[config.mk]
export PLATFORM = sky130hd
export DESIGN_NAME = multiplexed_servo_pulse_sequencer_core
export DESIGN_NICKNAME = d
export VERILOG_FILES = /design/src/msps_pkg.sv /design/src/msps_front.sv /design/src/msps_back.sv /design/src/multiplexed_servo_pulse_sequencer_core.sv
export SDC_FILE = /design/constraint.sdc
export NUM_CORES = 2
export LEC_CHECK = 0
export ABC_AREA = 1
export BUFFER_PORTS_ARGS = -buffer_cell sky130_fd_sc_hd__buf_2
export CORE_UTILIZATION = 50
export DETAILED_ROUTE_END_ITERATION = 10
export PLACE_DENSITY = 0.7
export SLEW_MARGIN = 0
export SYNTH_ARGS = -nofsm -noshare
export SYNTH_HDL_FRONTEND = slang
export SYNTH_HIERARCHICAL = 1
export SYNTH_SLANG_ARGS = --single-unit
export TNS_END_PERCENT = 50
[constraint.sdc]
create_clock -name i_clk -period 8.2 [get_ports i_clk]
set_input_delay 0.82 -clock i_clk [delete_from_list [all_inputs] [get_ports i_clk]]
set_output_delay 0.82 -clock i_clk [all_outputs]
set_load 0.05 [all_outputs]
[src/msps_pkg.sv]
// shared constants, types and helpers for the servo pulse sequencer
package msps_pkg;

    // block sizing
    localparam int SERVO_SLOTS      = 12;
    localparam int BANK_SLOTS       = 6;
    localparam int COUNTS_PER_US    = 2;
    localparam int GAP_US           = 500;
    localparam int DEFAULT_PULSE_US = 1500;

    // fixed field widths
    localparam int ACTION_W  = 2;
    localparam int LINE_ID_W = 4;
    localparam int ANGLE_W   = 16;
    localparam int CNT_W     = 16;
    localparam int LEVELS_W  = 12;
    localparam int CFG_W     = 16;
    localparam int CFG_IDX_W = 3;

    // derived widths
    localparam int SLOT_W  = $clog2(SERVO_SLOTS);
    localparam int USED_W  = $clog2(SERVO_SLOTS + 1);
    localparam int BSLOT_W = $clog2(BANK_SLOTS + 1);
    localparam int TIDX_W  = $clog2(2 * BANK_SLOTS + 1);

    // command queue between front and back
    localparam int Q_DEPTH = 2;
    localparam int Q_PTR_W = $clog2(Q_DEPTH);
    localparam int Q_CNT_W = $clog2(Q_DEPTH + 1);

    // angle to pulse divider
    localparam int PROD_W    = 2 * CNT_W;
    localparam int DIV_CNT_W = $clog2(PROD_W);

    // saturate a count to the counter width
    function automatic logic [CNT_W-1:0] sat_counts(input logic [PROD_W-1:0] v);
        logic [CNT_W-1:0] r;
        if (v > PROD_W'({CNT_W{1'b1}})) begin
            r = {CNT_W{1'b1}};
        end else begin
            r = v[CNT_W-1:0];
        end
        return r;
    endfunction

    localparam logic [CNT_W-1:0] DEFAULT_COUNTS =
        sat_counts(PROD_W'(DEFAULT_PULSE_US * COUNTS_PER_US));
    localparam logic [CNT_W-1:0] GAP_COUNTS = sat_counts(PROD_W'(GAP_US * COUNTS_PER_US));

    // configuration reset values
    localparam logic [CFG_W-1:0] RST_MIN_ANGLE   = 16'd0;
    localparam logic [CFG_W-1:0] RST_MAX_ANGLE   = 16'd180;
    localparam logic [CFG_W-1:0] RST_USABLE_MIN  = 16'd0;
    localparam logic [CFG_W-1:0] RST_USABLE_MAX  = 16'd180;
    localparam logic [CFG_W-1:0] RST_MIN_PULSE   = 16'd1000;
    localparam logic [CFG_W-1:0] RST_MAX_PULSE   = 16'd2000;

    typedef enum logic [CFG_IDX_W-1:0] {
        CFG_MIN_ANGLE  = 3'd0,
        CFG_MAX_ANGLE  = 3'd1,
        CFG_USABLE_MIN = 3'd2,
        CFG_USABLE_MAX = 3'd3,
        CFG_MIN_PULSE  = 3'd4,
        CFG_MAX_PULSE  = 3'd5
    } t_cfg_idx;

    typedef enum logic [ACTION_W-1:0] {
        ACT_TICK = 2'd0,
        ACT_SET  = 2'd1,
        ACT_ON   = 2'd2,
        ACT_OFF  = 2'd3
    } t_action;

    // classified command as it sits in the queue
    typedef struct packed {
        t_action                     action;
        logic                        line_ok;
        logic [SLOT_W-1:0]           line;
        logic signed [ANGLE_W-1:0]   angle;
    } t_cmd;

endpackage

[src/msps_front.sv]
// command front end: classifies items and holds them in a short queue
module msps_front (
    input  logic                                  i_clk,
    input  logic                                  i_rst_n,
    input  logic                                  i_start,
    input  logic [msps_pkg::ACTION_W-1:0]         i_action,
    input  logic [msps_pkg::LINE_ID_W-1:0]        i_line_id,
    input  logic signed [msps_pkg::ANGLE_W-1:0]   i_angle,
    output logic                                  o_busy,
    input  logic                                  i_pop,
    output logic                                  o_q_valid,
    output msps_pkg::t_cmd                        o_head
);

    msps_pkg::t_cmd                    r_q [msps_pkg::Q_DEPTH];
    logic [msps_pkg::Q_PTR_W-1:0]      r_wp;
    logic [msps_pkg::Q_PTR_W-1:0]      r_rp;
    logic [msps_pkg::Q_CNT_W-1:0]      r_cnt;
    msps_pkg::t_cmd                    cmd;
    logic                              push;
    logic                              pop;

    // classify the incoming item
    always_comb begin
        cmd.action  = msps_pkg::t_action'(i_action);
        cmd.line_ok = int'(i_line_id) < msps_pkg::SERVO_SLOTS;
        cmd.line    = msps_pkg::SLOT_W'(i_line_id);
        cmd.angle   = i_angle;
    end

    assign o_busy    = (int'(r_cnt) == msps_pkg::Q_DEPTH);
    assign o_q_valid = (r_cnt != '0);
    assign o_head    = r_q[r_rp];
    assign push      = i_start && !o_busy;
    assign pop       = i_pop && o_q_valid;

    // queue storage
    always_ff @(posedge i_clk) begin
        if (push) begin
            r_q[r_wp] <= cmd;
        end
    end

    // queue pointers and fill count
    always_ff @(posedge i_clk) begin
        if (!i_rst_n) begin
            r_wp  <= '0;
            r_rp  <= '0;
            r_cnt <= '0;
        end else begin
            if (push) begin
                r_wp <= (int'(r_wp) == msps_pkg::Q_DEPTH - 1) ? '0 : r_wp + 1'b1;
            end
            if (pop) begin
                r_rp <= (int'(r_rp) == msps_pkg::Q_DEPTH - 1) ? '0 : r_rp + 1'b1;
            end
            if (push && !pop) begin
                r_cnt <= r_cnt + 1'b1;
            end else if (pop && !push) begin
                r_cnt <= r_cnt - 1'b1;
            end
        end
    end

endmodule

[src/msps_back.sv]
// command back end: bank sequencing, slot table walks and angle mapping
module msps_back (
    input  logic                                  i_clk,
    input  logic                                  i_rst_n,
    input  logic                                  i_cfg_we,
    input  logic [msps_pkg::CFG_IDX_W-1:0]        i_cfg_idx,
    input  logic [msps_pkg::CFG_W-1:0]            i_cfg_wdata,
    input  logic                                  i_q_valid,
    input  msps_pkg::t_cmd                        i_head,
    output logic                                  o_pop,
    output logic                                  o_done,
    output logic [msps_pkg::LEVELS_W-1:0]         o_line_levels,
    output logic                                  o_accepted,
    output logic [msps_pkg::USED_W-1:0]           o_active_count
);

    typedef enum logic [3:0] {
        S_IDLE,
        S_BANK,
        S_BANK2,
        S_FIND,
        S_SHIFT,
        S_MUL,
        S_DIV,
        S_PULSE,
        S_END
    } t_state;

    localparam int SW = msps_pkg::SLOT_W;
    localparam int CW = msps_pkg::CNT_W;
    localparam int PW = msps_pkg::PROD_W;
    localparam int AW = msps_pkg::ANGLE_W;

    t_state                              r_state;
    // configuration
    logic signed [AW-1:0]                r_min_ang;
    logic signed [AW-1:0]                r_max_ang;
    logic signed [AW-1:0]                r_umin;
    logic signed [AW-1:0]                r_umax;
    logic [CW-1:0]                       r_min_p;
    logic [CW-1:0]                       r_max_p;
    // sequencer state
    logic [CW-1:0]                       r_tick;
    logic [CW-1:0]                       r_cmp   [2];
    logic [msps_pkg::BSLOT_W-1:0]        r_slot  [2];
    logic                                r_phase [2];
    logic [SW-1:0]                       r_lines [msps_pkg::SERVO_SLOTS];
    logic [msps_pkg::USED_W-1:0]         r_used;
    logic [CW-1:0]                       r_pcnt  [msps_pkg::SERVO_SLOTS];
    logic [msps_pkg::SERVO_SLOTS-1:0]    r_lvl;
    // per-item working registers
    msps_pkg::t_cmd                      r_cmd;
    logic                                r_in_lim;
    logic                                r_bank;
    logic [msps_pkg::USED_W-1:0]         r_idx;
    logic [SW-1:0]                       r_line;
    logic [PW-1:0]                       r_quo;
    logic [CW-1:0]                       r_rem;
    logic                                r_neg;
    logic [msps_pkg::DIV_CNT_W-1:0]      r_dcnt;
    // result registers
    logic                                r_done;
    logic                                r_acc;
    logic [msps_pkg::LEVELS_W-1:0]       r_out_lvl;
    logic [msps_pkg::USED_W-1:0]         r_out_cnt;

    logic                                in_lim;
    logic [msps_pkg::TIDX_W-1:0]         bank_idx;
    logic                                bank_skip;
    logic [SW-1:0]                       rd_addr;
    logic [SW-1:0]                       rd_data;
    logic                                lines_we;
    logic [SW-1:0]                       lines_wa;
    logic [SW-1:0]                       lines_wd;
    logic                                at_end;
    logic                                shift_more;
    logic [AW:0]                         a_off17;
    logic [AW:0]                         den17;
    logic [CW-1:0]                       a_off;
    logic [CW-1:0]                       den;
    logic [CW-1:0]                       dp;
    logic [PW-1:0]                       prod;
    logic [CW:0]                         trial;
    logic                                trial_ge;
    logic [CW:0]                         pulse17;
    logic [CW-1:0]                       counts;
    logic [msps_pkg::LEVELS_W-1:0]       lvl_view;

    // angle limit check on the queue head
    assign in_lim = (i_head.angle >= r_min_ang) && (i_head.angle <= r_max_ang) &&
                    (i_head.angle >= r_umin) && (i_head.angle <= r_umax);

    // current bank's table index and end-of-bank test
    always_comb begin
        if (r_bank) begin
            bank_idx = msps_pkg::TIDX_W'(msps_pkg::BANK_SLOTS) +
                       msps_pkg::TIDX_W'(r_slot[1]);
        end else begin
            bank_idx = msps_pkg::TIDX_W'(r_slot[0]);
        end
        bank_skip = (int'(r_slot[r_bank]) >= msps_pkg::BANK_SLOTS) ||
                    (int'(bank_idx) >= int'(r_used)) ||
                    (int'(bank_idx) >= msps_pkg::SERVO_SLOTS);
    end

    assign at_end     = (r_idx == r_used);
    assign shift_more = (int'(r_idx) + 1 < int'(r_used));

    // single read port into the slot table
    always_comb begin
        unique case (r_state)
            S_BANK:  rd_addr = SW'(bank_idx);
            S_FIND:  rd_addr = SW'(r_idx);
            S_SHIFT: rd_addr = SW'(r_idx + 1'b1);
            default: rd_addr = '0;
        endcase
    end
    assign rd_data = r_lines[rd_addr];

    // slot table write: append or compaction move
    always_comb begin
        lines_we = 1'b0;
        lines_wa = SW'(r_used);
        lines_wd = r_line;
        priority if (r_state == S_FIND && at_end && r_cmd.action == msps_pkg::ACT_ON &&
                     !r_in_lim) begin
            lines_we = 1'b1;
        end else if (r_state == S_PULSE && r_cmd.action == msps_pkg::ACT_ON) begin
            lines_we = 1'b1;
        end else if (r_state == S_SHIFT && shift_more) begin
            lines_we = 1'b1;
            lines_wa = SW'(r_idx);
            lines_wd = rd_data;
        end else begin
            lines_we = 1'b0;
        end
    end

    always_ff @(posedge i_clk) begin
        if (lines_we) begin
            r_lines[lines_wa] <= lines_wd;
        end
    end

    // mapping arithmetic: offset, spans, divider step, saturation
    always_comb begin
        a_off17  = {r_cmd.angle[AW-1], r_cmd.angle} - {r_min_ang[AW-1], r_min_ang};
        den17    = {r_max_ang[AW-1], r_max_ang} - {r_min_ang[AW-1], r_min_ang};
        a_off    = a_off17[CW-1:0];
        den      = den17[CW-1:0];
        dp       = (r_max_p >= r_min_p) ? (r_max_p - r_min_p) : (r_min_p - r_max_p);
        prod     = PW'(a_off) * PW'(dp);
        trial    = {r_rem, r_quo[PW-1]};
        trial_ge = (trial >= {1'b0, den});
        if (r_neg) begin
            pulse17 = {1'b0, r_min_p} - {1'b0, r_quo[CW-1:0]};
        end else begin
            pulse17 = {1'b0, r_min_p} + {1'b0, r_quo[CW-1:0]};
        end
        counts = msps_pkg::sat_counts(PW'(pulse17[CW-1:0]) * PW'(msps_pkg::COUNTS_PER_US));
    end

    // line levels as seen on the result port
    always_comb begin
        lvl_view = '0;
        for (int i = 0; i < msps_pkg::LEVELS_W; i++) begin
            if (i < msps_pkg::SERVO_SLOTS) begin
                lvl_view[i] = r_lvl[i];
            end
        end
    end

    // configuration registers
    always_ff @(posedge i_clk) begin
        if (!i_rst_n) begin
            r_min_ang <= msps_pkg::RST_MIN_ANGLE;
            r_max_ang <= msps_pkg::RST_MAX_ANGLE;
            r_umin    <= msps_pkg::RST_USABLE_MIN;
            r_umax    <= msps_pkg::RST_USABLE_MAX;
            r_min_p   <= msps_pkg::RST_MIN_PULSE;
            r_max_p   <= msps_pkg::RST_MAX_PULSE;
        end else if (i_cfg_we) begin
            unique case (msps_pkg::t_cfg_idx'(i_cfg_idx))
                msps_pkg::CFG_MIN_ANGLE:  r_min_ang <= i_cfg_wdata;
                msps_pkg::CFG_MAX_ANGLE:  r_max_ang <= i_cfg_wdata;
                msps_pkg::CFG_USABLE_MIN: r_umin    <= i_cfg_wdata;
                msps_pkg::CFG_USABLE_MAX: r_umax    <= i_cfg_wdata;
                msps_pkg::CFG_MIN_PULSE:  r_min_p   <= i_cfg_wdata;
                msps_pkg::CFG_MAX_PULSE:  r_max_p   <= i_cfg_wdata;
                default: ;
            endcase
        end
    end

    assign o_pop = (r_state == S_IDLE) && i_q_valid;

    // sequencer state machine and result registers
    always_ff @(posedge i_clk) begin
        if (!i_rst_n) begin
            r_state   <= S_IDLE;
            r_tick    <= '0;
            r_cmp[0]  <= '0;
            r_cmp[1]  <= '0;
            r_slot[0] <= '0;
            r_slot[1] <= '0;
            r_phase[0] <= 1'b0;
            r_phase[1] <= 1'b0;
            r_used    <= '0;
            r_lvl     <= '0;
            for (int i = 0; i < msps_pkg::SERVO_SLOTS; i++) begin
                r_pcnt[i] <= msps_pkg::DEFAULT_COUNTS;
            end
            r_done    <= 1'b0;
            r_acc     <= 1'b0;
            r_out_lvl <= '0;
            r_out_cnt <= '0;
            r_bank    <= 1'b0;
            r_idx     <= '0;
        end else begin
            r_done <= 1'b0;
            unique case (r_state)
                S_IDLE: begin
                    if (i_q_valid) begin
                        r_cmd    <= i_head;
                        r_in_lim <= in_lim;
                        r_line   <= i_head.line;
                        r_idx    <= '0;
                        r_bank   <= 1'b0;
                        unique case (i_head.action)
                            msps_pkg::ACT_TICK: r_state <= S_BANK;
                            msps_pkg::ACT_SET: begin
                                if (i_head.line_ok && in_lim) begin
                                    r_state <= S_MUL;
                                end else begin
                                    r_acc   <= 1'b0;
                                    r_state <= S_END;
                                end
                            end
                            msps_pkg::ACT_ON: begin
                                if (i_head.line_ok && int'(r_used) < msps_pkg::SERVO_SLOTS) begin
                                    r_state <= S_FIND;
                                end else begin
                                    r_acc   <= 1'b0;
                                    r_state <= S_END;
                                end
                            end
                            msps_pkg::ACT_OFF: begin
                                if (i_head.line_ok) begin
                                    r_state <= S_FIND;
                                end else begin
                                    r_acc   <= 1'b0;
                                    r_state <= S_END;
                                end
                            end
                            default: r_state <= S_END;
                        endcase
                    end
                end
                S_BANK: begin
                    if (r_tick == r_cmp[r_bank] && !bank_skip) begin
                        r_line  <= rd_data;
                        r_state <= S_BANK2;
                    end else begin
                        if (r_tick == r_cmp[r_bank]) begin
                            r_cmp[r_bank]  <= '0;
                            r_slot[r_bank] <= '0;
                        end
                        if (r_bank) begin
                            r_acc   <= 1'b1;
                            r_state <= S_END;
                        end else begin
                            r_bank  <= 1'b1;
                        end
                    end
                end
                S_BANK2: begin
                    r_phase[r_bank] <= !r_phase[r_bank];
                    if (!r_phase[r_bank]) begin
                        r_lvl[r_line] <= 1'b1;
                        r_cmp[r_bank] <= r_tick + r_pcnt[r_line];
                    end else begin
                        r_lvl[r_line]  <= 1'b0;
                        r_slot[r_bank] <= r_slot[r_bank] + 1'b1;
                        r_cmp[r_bank]  <= r_tick + msps_pkg::GAP_COUNTS;
                    end
                    if (r_bank) begin
                        r_acc   <= 1'b1;
                        r_state <= S_END;
                    end else begin
                        r_bank  <= 1'b1;
                        r_state <= S_BANK;
                    end
                end
                S_FIND: begin
                    if (at_end) begin
                        if (r_cmd.action == msps_pkg::ACT_ON) begin
                            if (r_in_lim) begin
                                r_state <= S_MUL;
                            end else begin
                                r_used  <= r_used + 1'b1;
                                r_acc   <= 1'b1;
                                r_state <= S_END;
                            end
                        end else begin
                            r_acc   <= 1'b0;
                            r_state <= S_END;
                        end
                    end else if (rd_data == r_line) begin
                        if (r_cmd.action == msps_pkg::ACT_ON) begin
                            r_acc   <= 1'b0;
                            r_state <= S_END;
                        end else begin
                            r_state <= S_SHIFT;
                        end
                    end else begin
                        r_idx <= r_idx + 1'b1;
                    end
                end
                S_SHIFT: begin
                    if (shift_more) begin
                        r_idx <= r_idx + 1'b1;
                    end else begin
                        r_used  <= r_used - 1'b1;
                        r_acc   <= 1'b1;
                        r_state <= S_END;
                    end
                end
                S_MUL: begin
                    r_neg <= (r_max_p < r_min_p);
                    r_rem <= '0;
                    r_dcnt <= '0;
                    if (r_max_ang == r_min_ang) begin
                        r_quo   <= '0;
                        r_state <= S_PULSE;
                    end else begin
                        r_quo   <= prod;
                        r_state <= S_DIV;
                    end
                end
                S_DIV: begin
                    // restoring division, one quotient bit per cycle
                    r_rem  <= trial_ge ? CW'(trial - {1'b0, den}) : trial[CW-1:0];
                    r_quo  <= {r_quo[PW-2:0], trial_ge};
                    r_dcnt <= r_dcnt + 1'b1;
                    if (int'(r_dcnt) == PW - 1) begin
                        r_state <= S_PULSE;
                    end
                end
                S_PULSE: begin
                    r_pcnt[r_line] <= counts;
                    if (r_cmd.action == msps_pkg::ACT_ON) begin
                        r_used <= r_used + 1'b1;
                    end
                    r_acc   <= 1'b1;
                    r_state <= S_END;
                end
                S_END: begin
                    if (r_cmd.action == msps_pkg::ACT_TICK) begin
                        r_tick <= r_tick + 1'b1;
                    end
                    r_done    <= 1'b1;
                    r_out_lvl <= lvl_view;
                    r_out_cnt <= r_used;
                    r_state   <= S_IDLE;
                end
                default: r_state <= S_IDLE;
            endcase
        end
    end

    assign o_done         = r_done;
    assign o_accepted     = r_acc;
    assign o_line_levels  = r_out_lvl;
    assign o_active_count = r_out_cnt;

endmodule

[src/multiplexed_servo_pulse_sequencer_core.sv]
// top level of the multiplexed servo pulse sequencer
//
// Usage: an item (tick, set angle, activate, deactivate) is taken on a rising
// edge where i_start is high and o_busy is low. Each item gives exactly one
// result: o_done is high for one cycle with o_line_levels, o_accepted and
// o_active_count valid; the receiver cannot stall, so it must take it then.
// A two-entry queue sits between the command front end and the back end,
// so new items are taken while the back end is still working; o_busy rises
// only when that queue is full.
// From accept to o_done, a tick makes two bank checks, each with an optional
// update step, plus the result step; commands rejected up front (bad line,
// angle limits, full table) go straight to the result; activate/deactivate
// walk the slot table one entry a cycle; an angle mapping adds the 32-step
// restoring divider in the back end, unless the angle span is zero. The back
// end works one item at a time.
// The user must write configuration through i_cfg_we/i_cfg_idx/i_cfg_wdata only
// while idle; the block itself does not enforce this. Indexes past the last register are ignored.
// Reset (i_rst_n low, synchronous) empties the queue, clears the counter,
// both banks, the slot table count and the line levels, restores the
// calibration defaults and sets every line to the default pulse.
module multiplexed_servo_pulse_sequencer_core (
    input  logic                                  i_clk,
    input  logic                                  i_rst_n,
    input  logic                                  i_start,
    output logic                                  o_busy,
    input  logic [msps_pkg::ACTION_W-1:0]         i_action,
    input  logic [msps_pkg::LINE_ID_W-1:0]        i_line_id,
    input  logic signed [msps_pkg::ANGLE_W-1:0]   i_angle,
    input  logic                                  i_cfg_we,
    input  logic [msps_pkg::CFG_IDX_W-1:0]        i_cfg_idx,
    input  logic [msps_pkg::CFG_W-1:0]            i_cfg_wdata,
    output logic                                  o_done,
    output logic [msps_pkg::LEVELS_W-1:0]         o_line_levels,
    output logic                                  o_accepted,
    output logic [msps_pkg::USED_W-1:0]           o_active_count
);

    logic            pop;
    logic            q_valid;
    msps_pkg::t_cmd  head;

    // front end: classify and queue
    msps_front u_front (
        .i_clk     (i_clk),
        .i_rst_n   (i_rst_n),
        .i_start   (i_start),
        .i_action  (i_action),
        .i_line_id (i_line_id),
        .i_angle   (i_angle),
        .o_busy    (o_busy),
        .i_pop     (pop),
        .o_q_valid (q_valid),
        .o_head    (head)
    );

    // back end: execute one item at a time
    msps_back u_back (
        .i_clk          (i_clk),
        .i_rst_n        (i_rst_n),
        .i_cfg_we       (i_cfg_we),
        .i_cfg_idx      (i_cfg_idx),
        .i_cfg_wdata    (i_cfg_wdata),
        .i_q_valid      (q_valid),
        .i_head         (head),
        .o_pop          (pop),
        .o_done         (o_done),
        .o_line_levels  (o_line_levels),
        .o_accepted     (o_accepted),
        .o_active_count (o_active_count)
    );

endmodule

==> metrics.md <==
| Metric | Value |
|---|---|
| Status | `finished clean` |
| Post-synthesis cell type count | `63` |
| Site Rows | `around 110` |
| Data arrival, critical path | `approximately 8.2 ns` |
| Crit share post-route | `a little over nine tenths` |
| Setup TNS | `0 ns` |
| Critical Path Sink Type | `register` |
| Mapped Area | `~43000 sq um` |
| Post-DRT Antenna Nets | `0` |
| Vias in the first global route | `approximately 33000` |
| Maximum clock rate | `between 0.1 and 0.15 GHz` |
| TritonCTS clock tree | `done` |
| Routed WL | `approximately 110000 um` |
| Fin nets | `roughly 5500` |
| Crit path from | `u_back/r_min_p[4]` |
| Layout area overhead | `9.35%` |
| Largest net degree at the start of global routing | `83` |
| Vias | `roughly 34000` |
| Wirelength per Cell | `18.2 um` |
| Synth Warn # | `6` |
| RD Place Congestion | `just under 1` |
| Overall Global Routing Usage | `between 20% and 30%` |
| Root Buffer | `clkbuf_16` |
| Die Wd | `around 290 um` |
| Die height | `between 200 and 300 um` |
| Min-Delay Path Class | `primary input to register` |
| Post-detail-place hpwl | `82800 um` |
| Rel. slew slack | `between 20% and 30%` |
| Number of diodes | `0` |
| Max FO, Critical Path | `8` |
| CP Class | `register to register` |
| Hold Crit Start | `i_line_id[1]` |
| Initial Util | `a little over 50%` |
| Drt pass-1 iters | `6` |
| CP required | `roughly 8.6 ns` |
| CORE AREA | `~84000 sq um` |
| Number of I/O pins | `64` |
| Initial antenna violation count | `0` |
| Nature of the critical path startpoint | `register` |
| Fin Hold WS | `0.388 ns` |
| Flops & latches, synth | `632` |
| Die area | `around 87000 sq um` |
| First-pass GRT wire length | `between 150000 and 200000 um` |
| CTS hold repair buffers | `0` |
| Synth async-reset ratio | `0%` |
| Endpoints failing setup | `0` |
| CTS H-tree lvls | `3` |
| Mapped Cells | `4898` |
| PortBufs | `63` |
| Ys flop type | `edfxtp_1` |
| DP Area | `44400 sq um` |
| CP peak stage delay | `between 0.5 and 0.6 ns` |
| Vias per inst | `~5.5` |
| Slew Limit Fails | `0` |
| Clk buf depth | `3` |
| Clock slew at reported path FFs | `~0.06 ns` |
| Number of synthesized flops with an enable pin | `465` |
| Clk_lat worst skew | `0.64 ns` |
| Layout cells sized above 1 | `a little under 8%` |
| Register area share after synthesis | `around two fifths` |
| Min Tclk post-route | `7.79 ns` |
| Slew @ Worst Pin | `1.17 ns` |
| Clock tree sinks | `about 630` |
| CP max stage cell | `fa_1` |
| Fin area | `around 47000 sq um` |
| Post-synth net total | `approximately 5400` |
| Initial drt markers | `approximately 3000` |
| CTS Buf Count | `between 60 and 70` |
| Syn avg cell area | `between 8 and 9 sq um` |
| Grt total ovfl | `0` |
| Skew final | `about 0.028 ns` |
| Final Hold Vio Count | `0` |
| R2R Path Start | `u_back/r_min_p[4]` |
| Max Cap Viol | `0` |
| Number of remaining DRC errors | `0` |
| RSZ-0062 raised after global routing | `false` |
==> critical path, delay by kind of cell (launching register included) <==
family                     cells  cell delay (ns)
buffers and inverters          7             0.48
and+or+nand+nor                8             1.06
adders and majority gates      8             3.78
DFF                            1             0.36
AOI/OAI and AO/OA             12             1.86
==> synth_stat cells (8+ instances only) <==
library cell  count  area share, %
a311oi_1         12           0.25
nand2_2          12           0.18
o21a_1           10           0.18
ha_1            294            8.6
edfxtp_1        465             33
or2_2             8           0.12
nand2_1         838            7.3
mux2i_1          64            1.5
a21oi_1         367            4.3
o22ai_1          17           0.25
nand3_1         156            1.8
xnor2_1          42           0.86
o21ai_0         337            3.9
dfxtp_1         167            7.8
nor3_1           34           0.40
o21bai_1          9           0.16
clkbuf_1        115            1.0
nand4_1          39           0.57
a21o_1            8           0.14
fa_1            202            9.4
a31oi_1          15           0.22
buf_2            46           0.54
o211ai_1         92            1.6
buf_1             8          0.070
o21ai_1          14           0.16
xor2_1           92            1.9
inv_1           810            7.1
mux2_2           22           0.58
nor2_1          488            4.3
inv_2            20           0.18
==> cell type report <==
cell class              instances  area, sq um
flip-flops and latches        632        17300
clock inverters                25          239
multi-input cells            3248        21700
fillers                      7575        37400
clock buffers                  97         1910
inverters                     837         3160
repair inverters                1         7.51
repair buffers                159         1050
well taps                    1134         1420
==> registers in the layout, summed over array words and instances (netlist names), 5 cells and up, named ones only <==
name and count:
u_back/o_line_levels 12, u_back/r_cmd 18, u_back/r_cmp 32, u_back/r_dcnt 5, u_back/r_lines 48, u_back/r_max_ang 16, u_back/r_max_p 16, u_back/r_min_ang 16
u_back/r_min_p 16, u_back/r_pcnt 256, u_back/r_quo 32, u_back/r_rem 16, u_back/r_slot 6, u_back/r_tick 16, u_back/r_umax 16, u_back/r_umin 16
u_front/r_q 46
==> what timing repair did <==
| action | 4_1_cts | 5_1_grt |
|---|---|---|
| buffers inserted | 0 | 12 |
| setup endpoints to repair | 0 | 17 |
| resized for setup | 0 | 54 |
==> routing by layer <==
metal / part of all wire, % / routed length (um) / GRT usage [%]
met5: 0 / 0 / 0
met4: 3.6 / 4040 / 9.59
met3: 6.4 / 7110 / 3.65
met2: 48 / 53500 / 43.6
met1: 42 / 47200 / 33.8
==> cells in the final DEF (no fill, tap or decap), types with 156 or more instances in the layout <==
cell type  Yosys  layout
o21ai_0      337     327
nand2_1      838     829
fa_1         202     201
nand3_1      156     156
edfxtp_1     465     465
nor2_1       488     483
inv_1        810     806
dfxtp_1      167     163
ha_1         294     293
a21oi_1      367     357
==> per-stage QoR <==
step | cells | utilization [%] | setup WS [ns]
floorplan | 4898 | - | 0.814
global placement | 5997 | 52.7 | 0.278
detailed placement | 5997 | 52.7 | 0.140
CTS | 6119 | 55.3 | 0.0941
global route | 6133 | 55.6 | 0.00454
finish | 6133 | 55.6 | 0.407
==> logic make-up (layout without fill, tap and decap cells) <==
family | after synthesis | after routing | share of synthesized area [%]
flip-flops | 632 | 632 | 40.4
AND/OR/NAND/NOR | 1612 | 1613 | 15.5
multiplexers | 87 | 87 | 2.11
adder cells (fa/ha/maj) | 496 | 496 | 18.0
AO/OA/AOI/OAI | 917 | 917 | 11.9
XOR/XNOR | 135 | 135 | 2.81
buffers and inverters | 1019 | 1119 | 9.23
==> worst paths after layout <==
check	end	cells past startpoint	slack, ns
worst max-delay path	u_back/r_quo[24]	35	0.41
worst min-delay path	u_front/r_q[0][17]	1	0.39
worst max register to register	u_back/r_quo[24]	35	0.41
worst min register to register	u_back/r_umax[11]	2	0.46
Power is left out: the tool's default activity adds up to more than one toggle a clock period on the data nets, which glitch-free logic cannot reach.
